### config.mk
export PLATFORM = sky130hd
export DESIGN_NAME = buffer_pool_replacement_unit
export DESIGN_NICKNAME = d
export VERILOG_FILES = /design/src/sv/bpr_pkg.sv /design/src/sv/bpr_core.sv /design/src/sv/buffer_pool_replacement_unit.sv
export SDC_FILE = /design/constraint.sdc
export NUM_CORES = 1
export LEC_CHECK = 0
export BUFFER_PORTS_ARGS = -buffer_cell sky130_fd_sc_hd__buf_2
export CAP_MARGIN = 20
export CORE_MARGIN = 2
export CORE_UTILIZATION = 49
export CTS_CLUSTER_SIZE = 16
export DETAILED_ROUTE_END_ITERATION = 6
export PLACE_DENSITY = 0.75
export SYNTH_ARGS = -nofsm -noshare
export SYNTH_HDL_FRONTEND = slang
export SYNTH_SLANG_ARGS = --single-unit
### constraint.sdc
create_clock -name aclk -period 14.25 [get_ports aclk]
set_clock_uncertainty 0.05 [all_clocks]
set_input_delay 1.425 -clock aclk [delete_from_list [all_inputs] [get_ports aclk]]
set_output_delay 1.425 -clock aclk [all_outputs]
set_load 0.1 [all_outputs]
### src/sv/bpr_pkg.sv
// shared types and constants for the buffer pool replacement unit
package bpr_pkg;

    localparam int MAX_SLOTS_DEF = 16;
    localparam int PIN_BITS_DEF  = 8;

    localparam logic [1:0] MODE_LRU    = 2'd0;
    localparam logic [1:0] MODE_MRU    = 2'd1;
    localparam logic [1:0] MODE_CYCLIC = 2'd2;

    localparam logic REQ_GET     = 1'b0;
    localparam logic REQ_RELEASE = 1'b1;

    localparam logic [1:0] ST_OK         = 2'd0;
    localparam logic [1:0] ST_NO_SLOT    = 2'd1;
    localparam logic [1:0] ST_NOT_FOUND  = 2'd2;
    localparam logic [1:0] ST_NOT_PINNED = 2'd3;

    localparam logic CFG_MODE  = 1'b0;
    localparam logic CFG_SLOTS = 1'b1;

    typedef struct packed {
        logic        req_type;
        logic [7:0]  relation;
        logic [15:0] page_number;
    } bpr_in_t;

    typedef struct packed {
        logic [3:0]  slot_index;
        logic        was_hit;
        logic        needs_read;
        logic [1:0]  status;
        logic [7:0]  pin_after;
        logic [31:0] request_total;
        logic [31:0] release_total;
        logic [31:0] hit_total;
        logic [31:0] read_total;
    } bpr_out_t;

    typedef enum logic [3:0] {
        S_IDLE,
        S_SEARCH,
        S_DECIDE,
        S_CYC_MOD,
        S_CYC_SCAN,
        S_LIST_FIND,
        S_LIST_SHIFT,
        S_FINISH
    } bpr_state_t;

endpackage

### src/sv/bpr_core.sv
// sequencer with one shared compare/walk unit over slot tags, pins and the unpinned list
module bpr_core
    import bpr_pkg::*;
#(
    parameter int MAX_SLOTS = MAX_SLOTS_DEF,
    parameter int PIN_BITS  = PIN_BITS_DEF
) (
    input  logic       aclk,
    input  logic       aresetn,
    input  logic       start,
    input  bpr_in_t    item,
    input  logic [1:0] mode,
    input  logic [4:0] slots_cfg,
    output logic       busy,
    output logic       done,
    output bpr_out_t   result,
    input  logic       result_taken
);
    localparam int IW = (MAX_SLOTS > 1) ? $clog2(MAX_SLOTS) : 1;
    localparam int CW = $clog2(MAX_SLOTS + 1);
    localparam logic [PIN_BITS-1:0] PIN_MAX = {PIN_BITS{1'b1}};

    logic [MAX_SLOTS-1:0] valid_reg;
    logic [7:0]           rel_mem  [MAX_SLOTS];
    logic [15:0]          page_mem [MAX_SLOTS];
    logic [PIN_BITS-1:0]  pins_reg [MAX_SLOTS];
    logic [IW-1:0]        order_mem[MAX_SLOTS];
    logic [CW-1:0]        fresh_reg, ucount_reg;
    logic [IW-1:0]        cptr_reg;
    logic [IW-1:0]        cbase_reg;
    logic [31:0]          req_cnt_reg, rel_cnt_reg, hit_cnt_reg, rd_cnt_reg;

    bpr_state_t state_reg, state_next;
    bpr_in_t    item_reg;
    logic [CW-1:0] n_reg, idx_reg;
    logic [IW-1:0] slot_reg;
    logic          found_reg, hit_reg, rd_reg;
    logic [1:0]    status_reg;
    logic [PIN_BITS-1:0] pin_next;
    bpr_out_t      result_reg;
    logic          out_valid_reg;
    logic          out_free;

    assign out_free = !out_valid_reg || result_taken;

    // active slot count from config
    logic [CW-1:0] n_act;
    always_comb begin
        if (slots_cfg == 5'd0) n_act = CW'(1);
        else if (32'(slots_cfg) > MAX_SLOTS) n_act = CW'(MAX_SLOTS);
        else n_act = CW'(slots_cfg);
    end

    logic [IW-1:0] idx_s;
    assign idx_s = idx_reg[IW-1:0];
    logic tag_match;
    assign tag_match = valid_reg[idx_s] && rel_mem[idx_s] == item_reg.relation
                       && page_mem[idx_s] == item_reg.page_number;
    // cyclic scan slot: folded pointer + step modulo n (both below n)
    logic [CW:0]   csum;
    logic [IW-1:0] cslot;
    always_comb begin
        csum = (CW+1)'(cbase_reg) + (CW+1)'(idx_reg);
        if (csum >= (CW+1)'(n_reg)) csum = csum - (CW+1)'(n_reg);
        cslot = csum[IW-1:0];
    end
    logic [CW:0] cnext;
    assign cnext = (CW+1)'(cslot) + 1'b1 >= (CW+1)'(n_reg) ? '0 : (CW+1)'(cslot) + 1'b1;
    logic is_lru_mru;
    assign is_lru_mru = (mode == MODE_LRU) || (mode == MODE_MRU);

    // pin count written back at finish
    always_comb begin
        if (item_reg.req_type == REQ_GET) begin
            if (rd_reg) pin_next = PIN_BITS'(1);
            else if (pins_reg[slot_reg] < PIN_MAX) pin_next = pins_reg[slot_reg] + 1'b1;
            else pin_next = PIN_MAX;
        end else begin
            pin_next = pins_reg[slot_reg] - 1'b1;
        end
    end

    always_comb begin
        state_next = state_reg;
        case (state_reg)
            S_IDLE:      if (start) state_next = S_SEARCH;
            S_SEARCH:    if (tag_match || idx_reg + 1'b1 >= n_reg) state_next = S_DECIDE;
            S_DECIDE: begin
                if (item_reg.req_type == REQ_RELEASE || found_reg || fresh_reg < n_reg
                    || !is_lru_mru) begin
                    if (item_reg.req_type == REQ_GET && !found_reg && fresh_reg >= n_reg)
                        state_next = S_CYC_MOD;
                    else state_next = (item_reg.req_type == REQ_GET) ? S_LIST_FIND : S_FINISH;
                end else begin
                    state_next = (ucount_reg == '0) ? S_FINISH :
                                 (mode == MODE_LRU) ? S_LIST_SHIFT : S_FINISH;
                end
            end
            S_CYC_MOD:   if (CW'(cbase_reg) < n_reg) state_next = S_CYC_SCAN;
            S_CYC_SCAN: if (pins_reg[cslot] == '0 || idx_reg + 1'b1 >= n_reg)
                            state_next = (pins_reg[cslot] == '0) ? S_LIST_FIND : S_FINISH;
            S_LIST_FIND: begin
                if (idx_reg >= ucount_reg) state_next = S_FINISH;
                else if (order_mem[idx_s] == slot_reg) state_next = S_LIST_SHIFT;
            end
            S_LIST_SHIFT: if (idx_reg + 1'b1 >= ucount_reg) state_next = S_FINISH;
            S_FINISH:    if (out_free) state_next = S_IDLE;
            default:     state_next = S_IDLE;
        endcase
    end

    assign busy   = state_reg != S_IDLE;
    assign done   = out_valid_reg;
    assign result = result_reg;

    always_ff @(posedge aclk) begin
        if (!aresetn) begin
            state_reg     <= S_IDLE;
            out_valid_reg <= 1'b0;
            valid_reg     <= '0;
            for (int i = 0; i < MAX_SLOTS; i++) pins_reg[i] <= '0;
            fresh_reg   <= '0;
            ucount_reg  <= '0;
            cptr_reg    <= '0;
            req_cnt_reg <= '0;
            rel_cnt_reg <= '0;
            hit_cnt_reg <= '0;
            rd_cnt_reg  <= '0;
        end else begin
            state_reg <= state_next;
            if (state_reg == S_FINISH && out_free) out_valid_reg <= 1'b1;
            else if (result_taken) out_valid_reg <= 1'b0;
            case (state_reg)
                S_IDLE: if (start) begin
                    item_reg   <= item;
                    n_reg      <= n_act;
                    idx_reg    <= '0;
                    found_reg  <= 1'b0;
                    hit_reg    <= 1'b0;
                    rd_reg     <= 1'b0;
                    status_reg <= ST_OK;
                    slot_reg   <= '0;
                    if (item.req_type == REQ_GET) req_cnt_reg <= req_cnt_reg + 1'b1;
                    else rel_cnt_reg <= rel_cnt_reg + 1'b1;
                end
                S_SEARCH: begin
                    if (tag_match) begin
                        found_reg <= 1'b1;
                        slot_reg  <= idx_s;
                    end
                    idx_reg <= idx_reg + 1'b1;
                end
                S_DECIDE: begin
                    idx_reg   <= '0;
                    cbase_reg <= cptr_reg;
                    if (item_reg.req_type == REQ_RELEASE) begin
                        if (!found_reg) status_reg <= ST_NOT_FOUND;
                        else if (pins_reg[slot_reg] == '0) status_reg <= ST_NOT_PINNED;
                    end else if (found_reg) begin
                        hit_reg     <= 1'b1;
                        hit_cnt_reg <= hit_cnt_reg + 1'b1;
                    end else if (fresh_reg < n_reg) begin
                        slot_reg  <= fresh_reg[IW-1:0];
                        fresh_reg <= fresh_reg + 1'b1;
                        rd_reg    <= 1'b1;
                    end else if (is_lru_mru) begin
                        if (ucount_reg == '0) status_reg <= ST_NO_SLOT;
                        else begin
                            rd_reg <= 1'b1;
                            if (mode == MODE_LRU) slot_reg <= order_mem[0];
                            else slot_reg <= order_mem[ucount_reg[IW-1:0] - 1'b1];
                            if (mode == MODE_MRU) ucount_reg <= ucount_reg - 1'b1;
                        end
                    end
                end
                S_CYC_MOD: begin
                    // pointer may be left over from a larger slot count
                    if (CW'(cbase_reg) >= n_reg) cbase_reg <= cbase_reg - n_reg[IW-1:0];
                end
                S_CYC_SCAN: begin
                    idx_reg <= idx_reg + 1'b1;
                    if (pins_reg[cslot] == '0) begin
                        slot_reg <= cslot;
                        rd_reg   <= 1'b1;
                        cptr_reg <= cnext[IW-1:0];
                        idx_reg  <= '0;
                    end else if (idx_reg + 1'b1 >= n_reg) status_reg <= ST_NO_SLOT;
                end
                S_LIST_FIND: begin
                    if (idx_reg < ucount_reg && order_mem[idx_s] != slot_reg)
                        idx_reg <= idx_reg + 1'b1;
                end
                S_LIST_SHIFT: begin
                    // close the gap one entry per cycle
                    if (idx_reg + 1'b1 < ucount_reg)
                        order_mem[idx_s] <= order_mem[idx_s + 1'b1];
                    else ucount_reg <= ucount_reg - 1'b1;
                    idx_reg <= idx_reg + 1'b1;
                end
                S_FINISH: if (out_free) begin
                    result_reg.was_hit    <= hit_reg;
                    result_reg.needs_read <= rd_reg;
                    result_reg.status     <= status_reg;
                    result_reg.slot_index <= '0;
                    result_reg.pin_after  <= '0;
                    result_reg.hit_total  <= hit_cnt_reg;
                    result_reg.request_total <= req_cnt_reg;
                    result_reg.release_total <= rel_cnt_reg;
                    result_reg.read_total <= rd_reg ? rd_cnt_reg + 1'b1 : rd_cnt_reg;
                    if (rd_reg) begin
                        rd_cnt_reg <= rd_cnt_reg + 1'b1;
                        valid_reg[slot_reg] <= 1'b1;
                        rel_mem[slot_reg]   <= item_reg.relation;
                        page_mem[slot_reg]  <= item_reg.page_number;
                        pins_reg[slot_reg]  <= PIN_BITS'(1);
                    end
                    if (status_reg == ST_OK) begin
                        result_reg.slot_index <= 4'(32'(slot_reg));
                        if (item_reg.req_type == REQ_RELEASE) begin
                            if (pins_reg[slot_reg] == PIN_BITS'(1)
                                && 32'(ucount_reg) < MAX_SLOTS) begin
                                order_mem[ucount_reg[IW-1:0]] <= slot_reg;
                                ucount_reg <= ucount_reg + 1'b1;
                            end
                        end
                        pins_reg[slot_reg]   <= pin_next;
                        result_reg.pin_after <= 8'(32'(pin_next));
                    end
                end
                default: ;
            endcase
        end
    end
endmodule

### src/sv/buffer_pool_replacement_unit.sv
// top level of the buffer pool replacement unit
// sequence: tag search, decide, cyclic pointer fold and cyclic scan when needed, list find
// and shift of the unpinned list, then finish, which loads the result register
// throughput: one item in flight; next input taken the cycle after its result is loaded
// a waiting result sits in the output register and stalls only the next item's finish
// synchronous active-low reset clears valid bits, pins, pointers, counters; config lru, 16
module buffer_pool_replacement_unit
    import bpr_pkg::*;
#(
    parameter int MAX_SLOTS = MAX_SLOTS_DEF,
    parameter int PIN_BITS  = PIN_BITS_DEF
) (
    input  logic        aclk,
    input  logic        aresetn,
    input  logic        s_valid,
    output logic        s_ready,
    input  bpr_in_t     s_data,
    output logic        m_valid,
    input  logic        m_ready,
    output bpr_out_t    m_data,
    input  logic        cfg_valid,
    output logic        cfg_ready,
    input  logic [0:0]  cfg_index,
    input  logic [31:0] cfg_data
);
    logic [1:0] mode_reg;
    logic [4:0] slots_reg;
    logic       busy;

    // config writes always taken; the user must write them only while idle, the block does not enforce it
    assign cfg_ready = 1'b1;
    always_ff @(posedge aclk) begin
        if (!aresetn) begin
            mode_reg  <= MODE_LRU;
            slots_reg <= 5'd16;
        end else if (cfg_valid) begin
            case (cfg_index)
                CFG_MODE:  mode_reg  <= cfg_data[1:0];
                CFG_SLOTS: slots_reg <= cfg_data[4:0];
                default: ;
            endcase
        end
    end

    // ready only while the sequencer is idle
    assign s_ready = !busy;

    bpr_core #(.MAX_SLOTS(MAX_SLOTS), .PIN_BITS(PIN_BITS)) u_core (
        .aclk(aclk), .aresetn(aresetn),
        .start(s_valid && s_ready), .item(s_data),
        .mode(mode_reg), .slots_cfg(slots_reg),
        .busy(busy), .done(m_valid), .result(m_data),
        .result_taken(m_ready)
    );
endmodule

==> run metrics <==
status complete, no violations; hold_sp u_core.hit_reg$_DFFE_PP_; CP top delay family simple AND/OR/NAND/NOR gates; largest net degree at the start of global routing 87; Area growth syn-to-layout 13.31%; DIE HEIGHT 294.1 µm; Die Area 86500 µm²; unrepaired setup endpoints after global routing false; maximum clock rate 0.1982 GHz; top cell type's share of synthesized area 0.5592; worst hold path depth 0; Req. time, crit path 14.78 ns; crit path DAT 5.58 ns; Fin Hold WS 0.3757 ns; I/O Pins 210; post-DP HPWL 58700 µm; filler cell count 6475; drt pass-1 iters 6; final setup TNS 0 ns; Tot GR Track Use 0.2185; Syn Area/Cell 14.46 µm²; CP peak stage delay 0.94 ns; Synth Cell Area 41240 µm²; sequential area share after synthesis 0.6451; Final Critical Period 5.045 ns; Final Instance Area 46730 µm²; WL per Instance 22.53 µm; Worst Hold Class flip-flop to flip-flop; post-cts resize count 0; R2R cell count 10; gpl congestion 0.9128; Antenna Cells 0; crit path kind flip-flop to flip-flop; max reg flops 256; post-route ant nets 0; horizontal die dimension 294.1 µm; Worst setup SP type flip-flop; first-pass GRT wire length 145000 µm; initial antenna violation count 0; WP depth 10; distinct cell type count after synthesis 81; setup slack, reg-to-reg 9.21 ns; post-route clock period utilization 0.3540; Max VDD drop 0.0001491 V; hold_buf cts 0; Vias/cell 5.955; DRC 0; maximum buffer depth of the clock tree 3; core footprint 83560 µm²; worst path bufs/invs 1; Worst Tran Pin Value 1.129 ns; Synth area leaders edfxtp_1, mux4_2, dfxtp_1; H-tree levels 3; Port Buf Inserts 181; Critical Path Fanout Max 57; slowest CP cell dfxtp_4; Fin. Hold Viols 0; final setup fails 0; post-synth top area cell edfxtp_1; post-synthesis async set-or-reset flop share 0; final core utilization 0.5593; layout cell share with drive strength beyond 1 0.1959; Post-DP Area 43340 µm²; Cell Chain, Critical Path buf_4 -> mux4_2 -> mux2i_1 -> xor2_1 -> nand2_1 -> a2111oi_0 -> and4_1 -> a21oi_1 -> or4_1 -> nand3_1; vias 25099; Post-Synthesis Cells 2852; initial core utilization 0.4936; Synth Flop Type edfxtp_1; number of DRC markers in iteration 0 2492; Cell Rows 106; TritonCTS clock tree yes; clock latency on the worst-skew pair 0.68 ns; Post-CTS Setup Repair Bufs 0; reg-to-reg critical path endpoint u_core.state_reg[1]$_SDFFE_PN0P_; Syn Nets 2976; Design Power 8.620 mW; number of synthesized register bits 945; YS warnings 0; Root Driver clkbuf_16; max_cap viols 0; Overflow after GRT 0; Leakage 16.09 nW; PD cells 184.5 nW/µm²; final slew viol count 0; Post-synth EDFFs 768; WL final 94960 µm; Worst-path clk slew 0.06 ns; Worst Hold End u_core.result[139]$_DFFE_PP_; Worst setup EP type flip-flop; Slew headroom 0.2459; vias in the first global route 24486; CTS Sinks 945; nets@finish 3180; CTS Buf Count 95
-- cell families (layout without fill, tap and decap cells) --
| logic type | count (synthesis) | count (layout) | share of synthesized area |
|---|---|---|---|
| DFF | 945 | 945 | 0.6451 |
| and+or+nand+nor | 889 | 889 | 0.1015 |
| AOI/OAI and AO/OA | 288 | 288 | 0.04633 |
| muxes | 285 | 285 | 0.1249 |
| xor gates and xnor gates | 192 | 192 | 0.04078 |
| buffers and inverters | 191 | 474 | 0.02203 |
| adders and majority gates | 61 | 61 | 0.01924 |
| other | 1 | 1 | 0.00009093 |
-- synth_stat cells, drive strengths merged, types with 7 or more instances --
library cell / count
and2: 22
nand2: 173
clkbuf: 65
o22ai: 8
a31oi: 15
a211oi: 11
o31ai: 12
o21a: 10
nor3: 34
inv: 65
xnor2: 85
mux2: 17
mux4: 180
a21o: 31
nand2b: 11
xor2: 107
nor2: 344
dfxtp: 177
and3: 28
ha: 57
nor4: 38
a22oi: 17
nand3: 111
and4: 11
buf: 58
a21oi: 70
mux2i: 88
nand4: 39
nor2b: 25
or3: 34
edfxtp: 768
a211o: 7
o21ai: 62
-- worst reg2reg max path, stage by stage (launching register included) --
cell and delay [ns]:
dfxtp_4 0.94, buf_4 0.86, mux4_2 0.48, mux2i_1 0.18
xor2_1 0.34, nand2_1 0.10, a2111oi_0 0.64, and4_1 0.51
a21oi_1 0.24, or4_1 0.57, nand3_1 0.10
-- metrics by stage --
step | cells | worst slack [ns]
2_1_floorplan | 2852 | 3.270
3_3_place_gp | 4034 | 9.176
3_5_place_dp | 4035 | 9.100
4_1_cts | 4211 | 9.262
5_1_grt | 4215 | 8.811
6_report | 4215 | 9.205
-- where the power goes --
group	total (mW)	internal (mW)	leakage (nW)	switching, mW
logic	2.64	1.09	5.94	1.55
registers	3.40	3.18	8.56	0.219
clock network	2.58	1.50	1.59	1.08
total	8.62	5.77	16.1	2.85
-- cell usage in the layout, fill, tap and decap left out, types with 17 or more instances in the layout --
cell type  instances
and2_1            22
buf_2            181
a21oi_1           69
clkbuf_16         95
mux4_2           173
clkbuf_1          18
nor3_1            28
nand4_1           39
inv_1             62
nor4_1            34
mux2_2            17
dfxtp_1          173
xor2_1           107
a21o_1            31
clkinv_2          19
or3_1             34
nand2_1          173
buf_4             44
edfxtp_1         768
a22oi_1           17
nor2b_1           25
mux2i_1           88
o21ai_0           61
xnor2_1           85
nor2_1           331
ha_1              57
and3_1            27
nand3_1          111
-- layer usage --
metal | global-route usage | vias up | part of all wire | wire length [µm]
li1 | - | 11267 | - | -
met1 | 0.2993 | 12416 | 0.41 | 38750
met2 | 0.3565 | 1226 | 0.48 | 45410
met3 | 0.03935 | 190 | 0.087 | 8282
met4 | 0.06819 | 0 | 0.027 | 2521
met5 | 0 | - | 0 | 0
-- area by class of cell --
type	instances	area [µm²]	share of cell area
timing repair buffer	230	1351	0.02892
inverter	68	257.7	0.005516
clock buffer	117	2500	0.05350
multi-input combinational	1716	13850	0.2964
sequential	945	26620	0.5696
tap	1080	1351	0.02892
clock inverter	59	802.0	0.01716
-- how the worst max path moves through the flow --
stage / end / slack (ns)
after floorplan: u_core.pins_reg[3][0]$_SDFFCE_PN0P_ / 3.27
after global placement: u_core.pins_reg[7][6]$_SDFFCE_PN0P_ / 9.18
after detailed placement: u_core.pins_reg[7][6]$_SDFFCE_PN0P_ / 9.10
after CTS: u_core.state_reg[1]$_SDFFE_PN0P_ / 9.26
after global routing: u_core.cptr_reg[1]$_SDFFE_PN0N_ / 8.81
final: u_core.state_reg[1]$_SDFFE_PN0P_ / 9.21
No activity file was read; power rests on OpenSTA's default activity.
